[src/hw/rtl/cpfr_pkg.sv]
package cpfr_pkg;

   // Positions inside a packet.
   localparam logic [10:0] POS_MAGIC_LO      = 11'd0;
   localparam logic [10:0] POS_MAGIC_HI      = 11'd1;
   localparam logic [10:0] POS_CHANNEL       = 11'd2;
   localparam logic [10:0] POS_LENGTH_LO     = 11'd3;
   localparam logic [10:0] POS_LENGTH_HI     = 11'd4;
   localparam logic [10:0] POS_FRAME_ID      = 11'd5;
   localparam logic [10:0] POS_CAMERA        = 11'd6;
   localparam logic [10:0] POS_FLAGS         = 11'd7;
   localparam logic [10:0] POS_PAYLOAD_START = 11'd12;
   localparam logic [10:0] POS_SATURATE      = 11'h7FF;

   localparam logic [7:0]  MAGIC_LO          = 8'hAA;
   localparam logic [7:0]  MAGIC_HI          = 8'hBB;
   localparam logic [7:0]  CHANNEL_A         = 8'd7;
   localparam logic [7:0]  CHANNEL_B         = 8'd11;
   localparam logic [7:0]  CAMERA_LIMIT      = 8'd2;
   localparam logic [7:0]  FLAG_REJECT_MASK  = 8'hFD;
   localparam int          FLAG_BUTTON_BIT   = 1;
   localparam logic [15:0] MIN_STATED_LENGTH = 16'd7;
   localparam logic [16:0] TRANSPORT_BYTES   = 17'd5;
   localparam logic [10:0] MIN_PACKET_SIZE   = 11'd12;
   localparam logic [10:0] MAX_PACKET        = 11'h400;

   localparam logic        CMD_BYTE          = 1'b0;
   localparam logic        CMD_FLUSH         = 1'b1;

   typedef enum logic [1:0] {
      KIND_PAYLOAD   = 2'd0,
      KIND_FRAME_END = 2'd1,
      KIND_BUTTON    = 2'd2
   } kind_type;

   // Everything one input byte produces: a frame end, a button press, or a
   // payload byte. Frame end and button may come together; payload comes alone.
   typedef struct packed {
      logic        has_frame_end;
      logic        has_button;
      logic        has_payload;
      logic [7:0]  data;
      logic [31:0] frame_number;
   } entry_type;

endpackage

[src/hw/rtl/cpfr_parser.sv]
module cpfr_parser
   import cpfr_pkg::*;
(
   input  logic        clock,
   input  logic        reset,
   input  logic        accept,
   input  logic        cmd,
   input  logic [7:0]  data_byte,
   input  logic [10:0] packet_size,
   input  logic        packet_last,
   output logic        entry_valid,
   output entry_type   entry
);

   logic [10:0] position_ff, position_in;
   logic [15:0] stated_length_ff, stated_length_in;
   logic        rejected_ff, rejected_in;
   logic [7:0]  header_fid_ff, header_fid_in;
   logic [7:0]  header_camera_ff, header_camera_in;
   logic [7:0]  open_fid_ff, open_fid_in;
   logic [7:0]  open_camera_ff, open_camera_in;
   logic        frame_open_ff, frame_open_in;
   logic [31:0] frame_counter_ff, frame_counter_in;
   logic        payload_enable_ff, payload_enable_in;

   logic [15:0] new_length;
   logic [16:0] header_span;
   logic [16:0] payload_limit;
   logic        closing;
   logic        header_ok;

   assign new_length    = {data_byte, stated_length_ff[7:0]};
   assign header_span   = TRANSPORT_BYTES + {1'b0, new_length};
   assign payload_limit = TRANSPORT_BYTES + {1'b0, stated_length_ff};

   always_comb begin
      position_in       = position_ff;
      stated_length_in  = stated_length_ff;
      rejected_in       = rejected_ff;
      header_fid_in     = header_fid_ff;
      header_camera_in  = header_camera_ff;
      open_fid_in       = open_fid_ff;
      open_camera_in    = open_camera_ff;
      frame_open_in     = frame_open_ff;
      frame_counter_in  = frame_counter_ff;
      payload_enable_in = payload_enable_ff;
      entry             = '0;
      closing           = 1'b0;
      header_ok         = 1'b0;

      if (accept) begin
         if (cmd == CMD_FLUSH) begin
            if (frame_open_ff) begin
               entry.has_frame_end = 1'b1;
               entry.frame_number  = frame_counter_ff;
               frame_counter_in    = frame_counter_ff + 32'd1;
               frame_open_in       = 1'b0;
            end
         end else begin
            if (!rejected_ff) begin
               case (position_ff)
                  POS_MAGIC_LO: begin
                     if (data_byte != MAGIC_LO || packet_size > MAX_PACKET) begin
                        rejected_in = 1'b1;
                     end
                  end
                  POS_MAGIC_HI: begin
                     if (data_byte != MAGIC_HI) begin
                        rejected_in = 1'b1;
                     end
                  end
                  POS_CHANNEL: begin
                     if (data_byte != CHANNEL_A && data_byte != CHANNEL_B) begin
                        rejected_in = 1'b1;
                     end
                  end
                  POS_LENGTH_LO: begin
                     stated_length_in = {8'd0, data_byte};
                  end
                  POS_LENGTH_HI: begin
                     stated_length_in = new_length;
                     if (header_span > {6'd0, packet_size} || packet_size < MIN_PACKET_SIZE
                         || new_length < MIN_STATED_LENGTH) begin
                        rejected_in = 1'b1;
                     end
                  end
                  POS_FRAME_ID: begin
                     header_fid_in = data_byte;
                  end
                  POS_CAMERA: begin
                     header_camera_in = data_byte;
                  end
                  POS_FLAGS: begin
                     // A new frame id closes the open frame before anything else.
                     closing = frame_open_ff && (open_fid_ff != header_fid_ff);
                     if (closing) begin
                        entry.has_frame_end = 1'b1;
                        entry.frame_number  = frame_counter_ff;
                        frame_counter_in    = frame_counter_ff + 32'd1;
                        frame_open_in       = 1'b0;
                     end
                     if (!frame_open_ff || closing) begin
                        open_fid_in    = header_fid_ff;
                        open_camera_in = header_camera_ff;
                        header_ok      = header_camera_ff < CAMERA_LIMIT;
                     end else begin
                        header_ok = header_camera_ff == open_camera_ff;
                     end
                     if ((data_byte & FLAG_REJECT_MASK) != 8'd0) begin
                        header_ok = 1'b0;
                     end
                     if (!header_ok) begin
                        rejected_in = 1'b1;
                     end else begin
                        payload_enable_in = 1'b1;
                        entry.has_button  = data_byte[FLAG_BUTTON_BIT];
                     end
                  end
                  default: begin
                     if (payload_enable_ff && position_ff >= POS_PAYLOAD_START
                         && {6'd0, position_ff} < payload_limit) begin
                        entry.has_payload = 1'b1;
                        entry.data        = data_byte;
                        frame_open_in     = 1'b1;
                     end
                  end
               endcase
            end

            if (packet_last) begin
               position_in       = '0;
               rejected_in       = 1'b0;
               payload_enable_in = 1'b0;
            end else if (position_ff != POS_SATURATE) begin
               position_in = position_ff + 11'd1;
            end
         end
      end
   end

   assign entry_valid = entry.has_frame_end | entry.has_button | entry.has_payload;

   always_ff @(posedge clock) begin
      if (reset) begin
         position_ff       <= '0;
         stated_length_ff  <= '0;
         rejected_ff       <= 1'b0;
         header_fid_ff     <= '0;
         header_camera_ff  <= '0;
         open_fid_ff       <= '0;
         open_camera_ff    <= '0;
         frame_open_ff     <= 1'b0;
         frame_counter_ff  <= '0;
         payload_enable_ff <= 1'b0;
      end else begin
         position_ff       <= position_in;
         stated_length_ff  <= stated_length_in;
         rejected_ff       <= rejected_in;
         header_fid_ff     <= header_fid_in;
         header_camera_ff  <= header_camera_in;
         open_fid_ff       <= open_fid_in;
         open_camera_ff    <= open_camera_in;
         frame_open_ff     <= frame_open_in;
         frame_counter_ff  <= frame_counter_in;
         payload_enable_ff <= payload_enable_in;
      end
   end

endmodule

[src/hw/rtl/cpfr_queue.sv]
module cpfr_queue
   import cpfr_pkg::*;
#(
   parameter int DEPTH = 4
) (
   input  logic      clock,
   input  logic      reset,
   input  logic      push,
   input  entry_type push_entry,
   output logic      full,
   input  logic      pop,
   output entry_type head_entry,
   output logic      empty
);

   localparam int PTR_W   = (DEPTH > 1) ? $clog2(DEPTH) : 1;
   localparam int COUNT_W = $clog2(DEPTH + 1);
   localparam logic [PTR_W-1:0]   LAST_SLOT  = PTR_W'(DEPTH - 1);
   localparam logic [COUNT_W-1:0] FULL_COUNT = COUNT_W'(DEPTH);

   entry_type          slots_ff [DEPTH];
   logic [PTR_W-1:0]   wr_ptr_ff, wr_ptr_in;
   logic [PTR_W-1:0]   rd_ptr_ff, rd_ptr_in;
   logic [COUNT_W-1:0] count_ff, count_in;
   logic               do_push, do_pop;

   assign full       = count_ff == FULL_COUNT;
   assign empty      = count_ff == '0;
   assign do_push    = push && !full;
   assign do_pop     = pop && !empty;
   assign head_entry = slots_ff[rd_ptr_ff];

   always_comb begin
      wr_ptr_in = wr_ptr_ff;
      rd_ptr_in = rd_ptr_ff;
      count_in  = count_ff;
      if (do_push) begin
         wr_ptr_in = (wr_ptr_ff == LAST_SLOT) ? '0 : wr_ptr_ff + PTR_W'(1);
      end
      if (do_pop) begin
         rd_ptr_in = (rd_ptr_ff == LAST_SLOT) ? '0 : rd_ptr_ff + PTR_W'(1);
      end
      if (do_push && !do_pop) begin
         count_in = count_ff + COUNT_W'(1);
      end else if (do_pop && !do_push) begin
         count_in = count_ff - COUNT_W'(1);
      end
   end

   always_ff @(posedge clock) begin
      if (do_push) begin
         slots_ff[wr_ptr_ff] <= push_entry;
      end
   end

   always_ff @(posedge clock) begin
      if (reset) begin
         wr_ptr_ff <= '0;
         rd_ptr_ff <= '0;
         count_ff  <= '0;
      end else begin
         wr_ptr_ff <= wr_ptr_in;
         rd_ptr_ff <= rd_ptr_in;
         count_ff  <= count_in;
      end
   end

`ifndef ASSERT_OFF
   a_count_bounded: assert property (@(posedge clock) disable iff (reset)
      count_ff <= FULL_COUNT)
      else $error("queue count exceeds depth");
   a_count_tracks: assert property (@(posedge clock) disable iff (reset)
      do_push && !do_pop |=> count_ff == $past(count_ff) + COUNT_W'(1))
      else $error("queue count did not grow on a lone push");
   a_ptrs_meet_when_empty: assert property (@(posedge clock) disable iff (reset)
      empty |-> wr_ptr_ff == rd_ptr_ff)
      else $error("queue pointers differ while empty");
`endif

endmodule

[src/hw/rtl/cpfr_emitter.sv]
module cpfr_emitter
   import cpfr_pkg::*;
(
   input  logic        clock,
   input  logic        reset,
   input  entry_type   head_entry,
   input  logic        queue_empty,
   output logic        queue_pop,
   input  logic [15:0] stream_tag,
   output logic        empty,
   input  logic        pop,
   output logic [1:0]  kind,
   output logic [7:0]  payload,
   output logic [31:0] frame_number,
   output logic [15:0] source_tag,
   output logic        run_last
);

   logic      cur_valid_ff, cur_valid_in;
   entry_type cur_ff, cur_in;
   logic      two_left;
   logic      take;
   kind_type  cur_kind;

   // An entry holding both a frame end and a button press is sent in two
   // transfers; the frame end goes first.
   assign two_left  = cur_ff.has_frame_end && cur_ff.has_button;
   assign take      = !cur_valid_ff || (pop && !two_left);
   assign queue_pop = take && !queue_empty;

   always_comb begin
      cur_valid_in = cur_valid_ff;
      cur_in       = cur_ff;
      if (take) begin
         cur_valid_in = !queue_empty;
         cur_in       = head_entry;
      end else if (pop) begin
         cur_in.has_frame_end = 1'b0;
      end
   end

   always_comb begin
      if (cur_ff.has_frame_end) begin
         cur_kind = KIND_FRAME_END;
      end else if (cur_ff.has_button) begin
         cur_kind = KIND_BUTTON;
      end else begin
         cur_kind = KIND_PAYLOAD;
      end
   end

   assign empty        = !cur_valid_ff;
   assign kind         = cur_kind;
   assign payload      = (cur_kind == KIND_PAYLOAD) ? cur_ff.data : 8'd0;
   assign frame_number = (cur_kind == KIND_FRAME_END) ? cur_ff.frame_number : 32'd0;
   assign source_tag   = (cur_kind == KIND_FRAME_END) ? stream_tag : 16'd0;
   assign run_last     = !two_left;

   always_ff @(posedge clock) begin
      cur_ff <= cur_in;
   end

   always_ff @(posedge clock) begin
      if (reset) begin
         cur_valid_ff <= 1'b0;
      end else begin
         cur_valid_ff <= cur_valid_in;
      end
   end

endmodule

[src/hw/rtl/camera_packet_frame_reassembler.sv]
// Camera packet frame reassembler.
// Input channel: one packet byte (or a flush command) is transferred per
// clock when push is high and full is low; packet_size is held across the
// packet and packet_last marks its final byte.
// Result channel: while empty is low the oldest result is on the rsp_ ports;
// it is transferred when pop is high. rsp_run_last marks the last result
// caused by one input; an input may cause zero, one or two results.
// Configuration: csr_stream_tag is written when csr_valid is high (csr_ready
// is always high); write it only while no results are pending.
// Throughput: one input per clock while full is low. Each result is one
// transfer on the output, so an input producing a frame end and a button
// press holds the output for two transfers; the entry queue between parser
// and output stage absorbs that, and full rises only when the queue fills.
// Path: the edge that transfers an input writes its result into the queue;
// the output stage registers it from there when free or being popped.
// Reset: synchronous; clears the parser, the queue and the output stage; no
// frame is open and the frame counter starts at zero.
// When the receiver stalls, results wait in the output stage and the queue;
// once QUEUE_DEPTH entries are waiting, full stays high.
module camera_packet_frame_reassembler
   import cpfr_pkg::*;
#(
   parameter int QUEUE_DEPTH = 4
) (
   input  logic        clock,
   input  logic        reset,
   input  logic        push,
   output logic        full,
   input  logic        req_cmd,
   input  logic [7:0]  req_data_byte,
   input  logic [10:0] req_packet_size,
   input  logic        req_packet_last,
   output logic        empty,
   input  logic        pop,
   output logic [1:0]  rsp_kind,
   output logic [7:0]  rsp_payload,
   output logic [31:0] rsp_frame_number,
   output logic [15:0] rsp_source_tag,
   output logic        rsp_run_last,
   input  logic        csr_valid,
   output logic        csr_ready,
   input  logic [15:0] csr_stream_tag
);

   logic [15:0] stream_tag_ff, stream_tag_in;
   logic        accept;
   logic        entry_valid;
   entry_type   entry;
   entry_type   head_entry;
   logic        queue_empty;
   logic        queue_pop;

   assign csr_ready     = 1'b1;
   assign stream_tag_in = (csr_valid && csr_ready) ? csr_stream_tag : stream_tag_ff;
   assign accept        = push && !full;

   always_ff @(posedge clock) begin
      if (reset) begin
         stream_tag_ff <= '0;
      end else begin
         stream_tag_ff <= stream_tag_in;
      end
   end

   cpfr_parser u_parser (
      .clock       (clock),
      .reset       (reset),
      .accept      (accept),
      .cmd         (req_cmd),
      .data_byte   (req_data_byte),
      .packet_size (req_packet_size),
      .packet_last (req_packet_last),
      .entry_valid (entry_valid),
      .entry       (entry)
   );

   cpfr_queue #(
      .DEPTH (QUEUE_DEPTH)
   ) u_queue (
      .clock      (clock),
      .reset      (reset),
      .push       (entry_valid),
      .push_entry (entry),
      .full       (full),
      .pop        (queue_pop),
      .head_entry (head_entry),
      .empty      (queue_empty)
   );

   cpfr_emitter u_emitter (
      .clock        (clock),
      .reset        (reset),
      .head_entry   (head_entry),
      .queue_empty  (queue_empty),
      .queue_pop    (queue_pop),
      .stream_tag   (stream_tag_ff),
      .empty        (empty),
      .pop          (pop),
      .kind         (rsp_kind),
      .payload      (rsp_payload),
      .frame_number (rsp_frame_number),
      .source_tag   (rsp_source_tag),
      .run_last     (rsp_run_last)
   );

`ifndef ASSERT_OFF
   a_payload_alone: assert property (@(posedge clock) disable iff (reset)
      !empty && rsp_kind == KIND_PAYLOAD |-> rsp_run_last)
      else $error("payload result not marked as last of its run");
   a_button_last: assert property (@(posedge clock) disable iff (reset)
      !empty && rsp_kind == KIND_BUTTON |-> rsp_run_last)
      else $error("button result not marked as last of its run");
   a_tag_only_on_end: assert property (@(posedge clock) disable iff (reset)
      !empty && rsp_kind != KIND_FRAME_END |-> rsp_frame_number == 32'd0
      && rsp_source_tag == 16'd0)
      else $error("frame fields set on a result that is not a frame end");
   a_pair_follows: assert property (@(posedge clock) disable iff (reset)
      pop && !empty && !rsp_run_last |=> !empty && rsp_kind == KIND_BUTTON)
      else $error("second result of a run did not follow");
`endif

endmodule

[config.mk]
export PLATFORM = sky130hd
export DESIGN_NAME = camera_packet_frame_reassembler
export DESIGN_NICKNAME = d
export VERILOG_FILES = /design/src/hw/rtl/cpfr_pkg.sv /design/src/hw/rtl/cpfr_parser.sv /design/src/hw/rtl/cpfr_queue.sv /design/src/hw/rtl/cpfr_emitter.sv /design/src/hw/rtl/camera_packet_frame_reassembler.sv
export SDC_FILE = /design/constraint.sdc
export NUM_CORES = 1
export LEC_CHECK = 0
export BUFFER_PORTS_ARGS = -buffer_cell sky130_fd_sc_hd__buf_2
export CAP_MARGIN = 15
export CORE_MARGIN = 5
export CORE_UTILIZATION = 55
export CTS_CLUSTER_DIAMETER = 40
export DETAILED_ROUTE_END_ITERATION = 8
export GPL_TIMING_DRIVEN = 0
export PLACE_DENSITY = 0.83
export SLEW_MARGIN = 20
export SYNTH_ARGS = -nofsm -noshare
export SYNTH_HDL_FRONTEND = slang
export SYNTH_SLANG_ARGS = --single-unit
[constraint.sdc]
create_clock -name clock -period 4.3 [get_ports clock]
set_input_delay 0.645 -clock clock [delete_from_list [all_inputs] [get_ports clock]]
set_output_delay 0.645 -clock clock [all_outputs]
set_load 0.1 [all_outputs]
==> impl_metrics.ini <==
[synthesis]
ys_seq_elements = 330
async_flop_share_pct = 0
ys.flop_type = edfxtp_1
seq_area_frac_synth_pct = 60.32
synth_cells = 1151
syn_area_mm2 = 0.01444
synth_nets = 1227
synth_edf_count = 210
ys_types = 60
ys_warn_count = 0
syn_avg_cell_area_um2 = 12.54

[grt]
grt_pass1_vias = 9648
grt_overflow_total = 0
antenna_found_initial = 1
grt_use_total_pct = 21.83
grt_pass1_wl_um = 51050
grt_max_degree = 43

[sta]
period_share_pct = 94.50
finalHoldViolCount = 0
timing.hold.ws_ns = 0.3674
fin_skew_ns = 0.01414
clock.fmax_mhz = 246.1
worst_slew_pin_slew_ns = 0.9164
min_period_ns = 4.063
rsz0062_at_grt = no
max-slew-margin-rel_pct = 38.91
final.setup.tns_ns = 0
maxSlewViolCount = 0
setup_violations = 0

[critical_path]
crit_chain = ha_2 > nor2_1 > nor2_4 > nand2_1 > xor2_1 > ha_1 > and3_1 > a221oi_2 > o221a_2 > o31a_1 > a211oi_2 > inv_2 > ha_1 > inv_1 > fa_1 > xor2_1 > or3_1 > a21oi_1
criticalPathCategory = reg2reg
crit_arrival_ns = 4.50
critPathLaunchType = flip-flop
worst_r2r_startpoint = u_parser.stated_length_ff[0]
cp.required_ns = 4.74
cpMaxStageDelayCell = dfxtp_2
critPathMaxStageDelay_ns = 0.39
path_max_fanout = 5
ff2ff_setup_slack_ns = 0.24
crit_path_end_kind = flip-flop
cp-startpoint = u_parser.stated_length_ff[0]

[clock_tree]
cts_root_buffer = clkbuf_16
ctsHoldBuffers = 0
clk_pin_slew_ns = 0.06
htree_levels = 2
tritoncts = yes
cts.sinks = 330
clock_latency_ns = 0.52
cts_buffers = 41
cts_buffer_depth = 3

[pwr]
max-vdd-ir-drop_uv = 391.3
p_per_area_mw_per_mm2 = 536.8
p_leak_nw = 6.590

[route]
drt-pass1-iter-count = 5
wl_per_cell_um = 19.28
remaining_drc_errors = 0
vias_per_cell = 5.798
wirelength_um = 32030
ant_nets = 0
drt_iter0_markers = 874
vias = 9630

[die]
die_h_um = 172.0
fp.dieArea_mm2 = 0.02959
die_w_um = 172.0
ios = 104
start_util_pct = 55.56
rows = 59
core_mm2 = 0.02598

[cells_and_area]
final_cells = 1661
antenna_cells = 0
final_layout_size_suffix_gt1_share_pct = 18.63
areaGrowthSynthToFinish_pct = 16.71
final_common_cell = edfxtp_1
layout_common_cells = edfxtp_1 (210), dfxtp_1 (117), buf_2 (102)
fin_util_pct = 64.85
nets = 1370

[min_path]
hp-class = in2reg
hp-start = csr_stream_tag[11]

[place]
hpwl_um = 20870
place.gp.congestion = 0.8813
place_inst = 1585
portBuffers = 98

[job]
drv_cap = 0

[status]
outcome = finished clean
[Yosys cell counts, drive strengths merged (6+ instances only)]
library cell,count,share of area [%]
a211oi,6,0.35
a21oi,60,2.1
a22oi,10,0.52
a31oi,6,0.26
and2,102,4.4
and3,15,0.65
and4,6,0.36
buf,10,0.35
clkbuf,54,1.4
dfxtp,120,17
edfxtp,210,44
ha,33,2.9
inv,36,0.94
mux2i,38,2.6
mux4,42,6.6
nand2,82,2.1
nand2b,8,0.35
nand3,23,0.80
nand4,18,0.78
nor2,81,2.1
nor2b,6,0.26
nor3,13,0.45
nor4,16,0.88
o211ai,7,0.36
o21ai,27,0.94
o31ai,9,0.47
or3,13,0.56
or4,17,0.88
xnor2,17,1.0
xor2,30,1.8
[routing by layer]
layer | GRT usage, % | wire (µm) | up-vias
li1 | - | - | 4531
met5 | 0 | 13 | -
met1 | 27.30 | 12430 | 4650
met2 | 38.49 | 16650 | 367
met4 | 7.656 | 928 | 2
met3 | 3.749 | 1999 | 80
[repair_timing]
item	CTS	global route
resized for setup	4	6
endpoints found under the setup margin	2	2
setup buffers	3	0
pin swaps	2	0
[report_power, final]
| part | internal, W | total, W | switching [W] | leakage [nW] |
|---|---|---|---|---|
| logic | 0.000456 | 0.00181 | 0.00136 | 2.73 |
| registers | 0.00362 | 0.00372 | 0.0000955 | 3.17 |
| clock network | 0.00219 | 0.00351 | 0.00132 | 0.696 |
| total | 0.00627 | 0.00904 | 0.00277 | 6.59 |
[worst max-delay path, delay by kind of cell, from the launching register on]
kind,cells,cell delay (ns)
adder cells (fa/ha/maj),4,1.15
AO/OA/AOI/OAI,5,0.97
AND/OR/NAND/NOR,5,0.92
flip-flops,1,0.39
XOR/XNOR,2,0.37
buffers and inverters,2,0.19
[registers in the layout, summed over array words and instances, names as in the netlist, 2 cells and up, named ones only]
| register | flops |
|---|---|
| stream_tag_ff | 16 |
| u_queue.count_ff | 3 |
| u_parser.position_ff | 11 |
| u_parser.open_camera_ff | 8 |
| u_parser.header_camera_ff | 8 |
| u_queue.slots_ff | 168 |
| u_parser.header_fid_ff | 8 |
| u_queue.rd_ptr_ff | 2 |
| u_queue.wr_ptr_ff | 2 |
| u_parser.frame_counter_ff | 32 |
| u_emitter.cur_ff | 42 |
| u_parser.stated_length_ff | 16 |
| u_parser.open_fid_ff | 8 |
[per-stage QoR]
stage                     setup WS, ns  power, W  instance area, µm²
after floorplan                 0.2910  0.005181               14440
after global placement         -0.9691  0.005539               15350
after detailed placement       -0.2241  0.005598               15380
after CTS                      0.06001  0.009121               16840
after global routing          0.005996  0.009367               16850
final                           0.2366  0.009045               16850
[final timing paths]
kind	cells past startpoint	end
worst max register to register	18	u_queue.count_ff[2]
worst max-delay path	18	u_queue.count_ff[2]
worst min-delay path	3	stream_tag_ff[11]
worst min register to register	2	u_parser.open_fid_ff[1]
[cell type report]
type	count	area [µm²]
fill	1902	9135
sequential	330	8712
multi-input combinational	721	5381
clock buffer	51	1127
timing repair buffer	102	533.0
tap	335	419.2
clock inverter	24	296.5
buffer	62	245.2
inverter	36	135.1
[cell families (layout without fill, tap and decap cells)]
logic type	after synthesis	count (layout)	share of synthesized area, %
other cells	1	1	0.02597
buf+inv	100	275	2.686
flops	330	330	60.32
compound gates	143	143	6.274
fa+ha+maj	34	34	2.999
xor+xnor	47	47	2.851
simple gates	412	412	15.35
mux	84	84	9.498
No activity file was read; power rests on OpenSTA's default activity.
